## src/rtl/core/ssort_pkg.sv

```systemverilog
// shared types and constants for the strand sort engine
package ssort_pkg;

	localparam int MaxElements = 64;
	localparam int ValueWidth  = 32;

	typedef enum logic [3:0] {
		ST_LOAD,
		ST_PASS_START,
		ST_PASS_RD,
		ST_PASS_CMP,
		ST_MERGE_RD,
		ST_MERGE_CMP,
		ST_COPY_RD,
		ST_COPY_WR,
		ST_EMIT_RD,
		ST_EMIT_OUT
	} ssort_state_t;

	// command bundle from controller to datapath
	typedef struct packed {
		logic load_wr;        // store an incoming word
		logic load_clr;       // end of set, clear fill count
		logic pass_start;     // first pending element starts a strand
		logic pass_rd;        // read pending element at scan index
		logic pass_step;      // classify element read last cycle
		logic merge_init;     // prepare merge pointers
		logic merge_rd;       // read strand and sorted heads
		logic merge_step;     // write one merged word
		logic copy_init;
		logic copy_rd;
		logic copy_wr;
		logic emit_init;
		logic emit_rd;
		logic emit_load;      // capture word into output register
		logic out_take;       // output register drained
	} ssort_cmd_t;

	// status bundle from datapath to controller
	typedef struct packed {
		logic scan_done;      // scan index reached remaining count
		logic left_zero;      // no pending elements remain
		logic merge_done;
		logic copy_done;
		logic emit_done;
		logic set_empty;
	} ssort_sts_t;

endpackage

```

## src/rtl/core/ssort_ctrl.sv

```systemverilog
// controller state machine for the strand sort engine
module ssort_ctrl
	import ssort_pkg::*;
(
	input  logic       clk,
	input  logic       arst_n,
	input  logic       in_valid,
	input  logic       in_last,
	input  logic       out_full,
	input  logic       out_taken,
	input  ssort_sts_t sts,
	output logic       in_stall,
	output ssort_cmd_t cmd
);
	ssort_state_t state_q, state_d;

	always_ff @(posedge clk or negedge arst_n) begin
		if (!arst_n) begin
			state_q <= ST_LOAD;
		end else begin
			state_q <= state_d;
		end
	end

	always_comb begin
		state_d  = state_q;
		cmd      = '0;
		in_stall = 1'b1;
		cmd.out_take = out_taken;
		case (state_q)
			ST_LOAD: begin
				in_stall = 1'b0;
				if (in_valid) begin
					cmd.load_wr = 1'b1;
					if (in_last) begin
						state_d = ST_PASS_START;
					end
				end
			end
			ST_PASS_START: begin
				if (sts.left_zero) begin
					cmd.emit_init = 1'b1;
					state_d = ST_EMIT_RD;
				end else begin
					cmd.pass_start = 1'b1;
					state_d = ST_PASS_RD;
				end
			end
			ST_PASS_RD: begin
				if (sts.scan_done) begin
					cmd.merge_init = 1'b1;
					state_d = ST_MERGE_RD;
				end else begin
					cmd.pass_rd = 1'b1;
					state_d = ST_PASS_CMP;
				end
			end
			ST_PASS_CMP: begin
				cmd.pass_step = 1'b1;
				state_d = ST_PASS_RD;
			end
			ST_MERGE_RD: begin
				if (sts.merge_done) begin
					cmd.copy_init = 1'b1;
					state_d = ST_COPY_RD;
				end else begin
					cmd.merge_rd = 1'b1;
					state_d = ST_MERGE_CMP;
				end
			end
			ST_MERGE_CMP: begin
				cmd.merge_step = 1'b1;
				state_d = ST_MERGE_RD;
			end
			ST_COPY_RD: begin
				if (sts.copy_done) begin
					state_d = ST_PASS_START;
				end else begin
					cmd.copy_rd = 1'b1;
					state_d = ST_COPY_WR;
				end
			end
			ST_COPY_WR: begin
				cmd.copy_wr = 1'b1;
				state_d = ST_COPY_RD;
			end
			ST_EMIT_RD: begin
				if (sts.emit_done) begin
					cmd.load_clr = 1'b1;
					state_d = ST_LOAD;
				end else if (!out_full || out_taken) begin
					// read only once the output register has room, read data is not held
					cmd.emit_rd = 1'b1;
					state_d = ST_EMIT_OUT;
				end
			end
			ST_EMIT_OUT: begin
				if (!out_full || out_taken) begin
					cmd.emit_load = 1'b1;
					state_d = ST_EMIT_RD;
				end
			end
			default: begin
				state_d = ST_LOAD;
			end
		endcase
	end

	ast_stall_outside_load: assert property (@(posedge clk) disable iff (!arst_n)
		(state_q != ST_LOAD) |-> in_stall)
		else $error("input taken outside load");
	ast_emit_needs_room: assert property (@(posedge clk) disable iff (!arst_n)
		cmd.emit_load |-> (!out_full || out_taken))
		else $error("output word overwritten");
	ast_last_leaves_load: assert property (@(posedge clk) disable iff (!arst_n)
		(state_q == ST_LOAD && in_valid && in_last) |=> (state_q == ST_PASS_START))
		else $error("last word did not start sorting");
endmodule

```

## config.mk

```make
export PLATFORM = sky130hd
export DESIGN_NAME = ssort_ctrl
export DESIGN_NICKNAME = d
export VERILOG_FILES = /design/src/rtl/core/ssort_pkg.sv /design/src/rtl/core/ssort_ctrl.sv
export SDC_FILE = /design/constraint.sdc
export NUM_CORES = 1
export LEC_CHECK = 0
export BUFFER_PORTS_ARGS = -buffer_cell sky130_fd_sc_hd__buf_2
export CORE_MARGIN = 1
export CORE_UTILIZATION = 25
export DETAILED_ROUTE_END_ITERATION = 10
export SYNTH_ARGS = -nofsm -noshare
export SYNTH_HDL_FRONTEND = slang
export SYNTH_SLANG_ARGS = --single-unit
```

## constraint.sdc

```tcl
create_clock -name clk -period 3.95 [get_ports clk]
set_clock_uncertainty 0.1 [all_clocks]
set_input_delay 0.79 -clock clk [delete_from_list [all_inputs] [get_ports clk]]
set_output_delay 0.79 -clock clk [all_outputs]
set_load 0.005 [all_outputs]
```

Word level (Yosys, flattened, before mapping)
Cells that the tools add are included.
{ "op_classes": {"n_mux": 36, "n_eq_ne": 13, "n_reduce_logical": 4} }
{ "op_table": {"columns": ["operator", "n"], "rows": [
  ["$pmux W4 S10", 1],
  ["$mux W1", 26],
  ["$mux W4", 6],
  ["$eq A4 B3 Y1 const B", 4],
  ["$eq A4 B2 Y1 const B", 2],
  ["$eq A4 B4 Y1 const B", 2],
  ["$mux W3", 2],
  ["$ne A2 B2 Y1 const B", 3],
  ["$eq A4 B1 Y1 const B", 1],
  ["$logic_not A4 Y1", 1],
  ["$reduce_and A4 Y1", 1],
  ["$ne A3 B3 Y1 const B", 1],
  ["$mux W2", 1],
  ["$logic_not A1 Y1", 1],
  ["$logic_or A1 B1 Y1", 1]
]} }
{ "totals": {"input_bits": 12, "elab_cells": 54, "out_inout_bits": 16, "regBits": 4} }

Logic depth before layout (Yosys ltp)
{ "depth": {"ltp_word": 5, "ltp_mapped": 5, "ltp_nobuf": 4} }

Worst setup path after synthesis
No wires, ideal clock.
{ "synth_timing": {"path_kind": "input to output", "from": "input out_full", "to": "output cmd[2] (netlist name)", "n_path_buf": 0, "t_arrival_ps": 1221, "setup_slack_ps": 1839, "cell_stages": 3, "required_ps": 3060, "path_cell_list": "or2b_2 nand2_1 nor4_1"} }
{ "synth_lines": {"columns": ["item", "line", "text"], "rows": [
  ["from (decl)", "ssort_ctrl.sv:9", "input logic out_full,"],
  ["to (decl)", "ssort_ctrl.sv:13", "output ssort_cmd_t cmd"]
]} }

==> results.py <==
metrics = {
    "final_layout": {
        "top_register": "state_q",
        "layout_common_cells": "26 x buf_2, 9 x nor2_1, 6 x nand2_1, 6 x nand2b_1",
        "final_net_count": 101,
        "drive_gt1_share_pct": 37.9,
        "largest_register_ffs": 4,
        "fill_cells": 201,
        "top_regs": "state_q: 4 flops",
        "mostFrequentLayoutCell": "buf_2",
        "area_growth_pct": 29.0,
        "num_antenna_cells": 0,
    },
    "power": {
        "power.density_nw_per_um2": 629,
        "power_w": 0.000371,
        "ir_worst_vdd_mv": 0.184,
        "power.leakage_nw": 0.307,
    },
    "clock_network": {
        "cts-resized-gates": 0,
        "clk_transition_reported_paths_ps": 40,
        "hold_buffers": 0,
        "clkLatencyLatePin_ps": 230,
        "htree_levels": 1,
        "clock_path_buffers": 2,
        "clkSinkCount": 4,
        "clock-root-buffer": "clkbuf_4",
        "cts_buffers": 3,
        "tritoncts": "built",
        "cts_setup_buffers": 0,
    },
    "placement": {
        "io_buffer_count": 26,
        "dp_worst_setup_slack_ps": 1570,
        "dpl.hpwl_um": 874,
        "gp_congestion": 0.820,
    },
    "hold_path": {
        "min_path_type": "input port to asynchronous set/reset pin",
    },
    "yosys": {
        "seq_area_frac_synth_pct": 21.9,
        "ys_types": 26,
        "syn-instance-count": 63,
        "synth_area_per_cell_um2": 7.27,
        "yosys_warnings": 0,
        "async_flop_share_pct": 100,
        "syn_area_um2": 458,
        "synth-seq-cells": 4,
        "synth_nets": 75,
        "synth_edf_count": 0,
        "synthFlopType": "dfrtp_1",
    },
    "sta": {
        "rsz0062_at_grt": "no",
        "hold_violations": 0,
        "worst_slack_ps": 1560,
        "tightest_slew_ps": 472,
        "setup_viol_count_final": 0,
        "fin_tns_setup_ps": 0,
        "holdWs_ps": 259,
        "fmax_mhz": 418,
        "slew_headroom_pct": 68.5,
        "slew_violations": 0,
        "fin_crit_ps": 2390,
        "period_share_pct": 60.5,
    },
    "route": {
        "wl_per_cell_um": 10.3,
        "vias": 535,
        "drtPass1Iterations": 3,
        "antenna_left": 0,
        "routed_via_density": 4.78,
        "route.detailed.drc": 0,
        "drt_iter0_markers": 9,
        "drt-total-wl_mm": 1.15,
    },
    "global_route": {
        "grt_pass1_wl_mm": 1.86,
        "grt_max_degree": 17,
        "grt-ovfl-total": 0,
        "antenna_found_initial": 0,
        "grt_pass1_vias": 464,
        "gr-usage-all-layers_pct": 12.4,
    },
    "die": {
        "coreArea_um2": 1730,
        "die_y_um": 44.8,
        "rows": 15,
        "pin_count": 28,
        "dieArea_um2": 2010,
        "die_w_um": 44.8,
        "initial_core_util_pct": 26.5,
    },
    "worst_setup_path": {
        "crit_path_top_delay_cell": "dfrtp_1",
        "r2r_end": "state_q[0]$_DFFE_PN0P_",
        "rr_startpoint": "state_q[2]$_DFFE_PN0P_",
        "worstSetupEndpointType": "output pin",
        "r2r_slack_ps": 2370,
        "start_kind": "flop",
        "slowest_delay_ps": 540,
        "cp.arrival_ps": 1500,
        "critical_path.cell_chain": "and2b_2 > nand2_1 > nor4_1 > buf_2",
        "timing_worst_setup_path_type": "flop to output pin",
        "reg2reg_depth": 4,
        "crit_path_max_fanout": 16,
        "cp.required_ps": 3060,
    },
    "run": {
        "max_cap_violations": 0,
    },
    "outcome": {
        "status": "finished clean",
    },
}
final cells by class:
class	instances	area [um^2]	share of cell area, %
Clock buffer	3	22.5	3.81
Sequential cell	4	100	16.9
Timing Repair Buffer	26	130	22.0
Inverter	2	7.51	1.27
Multi-Input combinational cell	52	299	50.6
Tap cell	25	31.3	5.30
worst max-delay path by stage:
stage                      startpoint  endpoint
4_1_cts        state_q[2]$_DFFE_PN0P_    cmd[2]
2_1_floorplan                out_full    cmd[2]
5_1_grt        state_q[3]$_DFFE_PN0P_    cmd[2]
3_3_place_gp                out_taken    cmd[2]
3_5_place_dp                out_taken    cmd[2]
6_report       state_q[2]$_DFFE_PN0P_    cmd[2]
critical path: cells and delay by family (launching register included):
| kind | cells | cell delay, ps |
|---|---|---|
| buf+inv | 1 | 160 |
| flops | 1 | 540 |
| simple gates | 3 | 570 |
power by group:
part           total (W)  internal (W)  leakage (nW)  switching, W
logic           0.000200      0.000102         0.242     0.0000982
clock network  0.0000482     0.0000338        0.0138     0.0000144
registers       0.000123     0.0000586        0.0513     0.0000641
total           0.000371      0.000195         0.307      0.000177
metrics by stage:
stage	util (%)	cells	instance area [um^2]
floorplan	-	63	458
global placement	32.9	109	568
detailed placement	32.9	109	568
CTS	34.2	112	591
global route	34.2	112	591
finish	34.2	112	591
metal layers:
| layer | track usage, % | routed length [um] | share of wire (%) | vias up |
|---|---|---|---|---|
| li1 | - | - | - | 273 |
| met1 | 15.2 | 523 | 45 | 246 |
| met2 | 21.2 | 566 | 49 | 16 |
| met3 | 1.20 | 64 | 5.5 | 0 |
| met4 | 7.27 | 0 | 0 | 0 |
| met5 | 0 | 0 | 0 | - |
Yosys cell counts (all sizes together) (2+ instances only):
cell type,count,share of area (%)
nor4,4,5.5
inv,2,1.6
a21oi,4,4.4
a211oi,2,3.3
nand2,6,4.9
nor3,2,2.2
o21ai,2,2.2
dfrtp,4,22
nor2,9,7.4
nand2b,6,8.2
buf,4,8.2
and3,5,7.1
nor2b,3,4.6
kinds of logic (layout without fill, tap and decap cells):
family | Yosys count | in the layout | synth area share (%)
AO/OA/AOI/OAI | 15 | 15 | 21.6
buffers and inverters | 7 | 31 | 12.8
flip-flops | 4 | 4 | 21.9
AND/OR/NAND/NOR | 37 | 37 | 43.7
(Power assumes the default switching activity.)
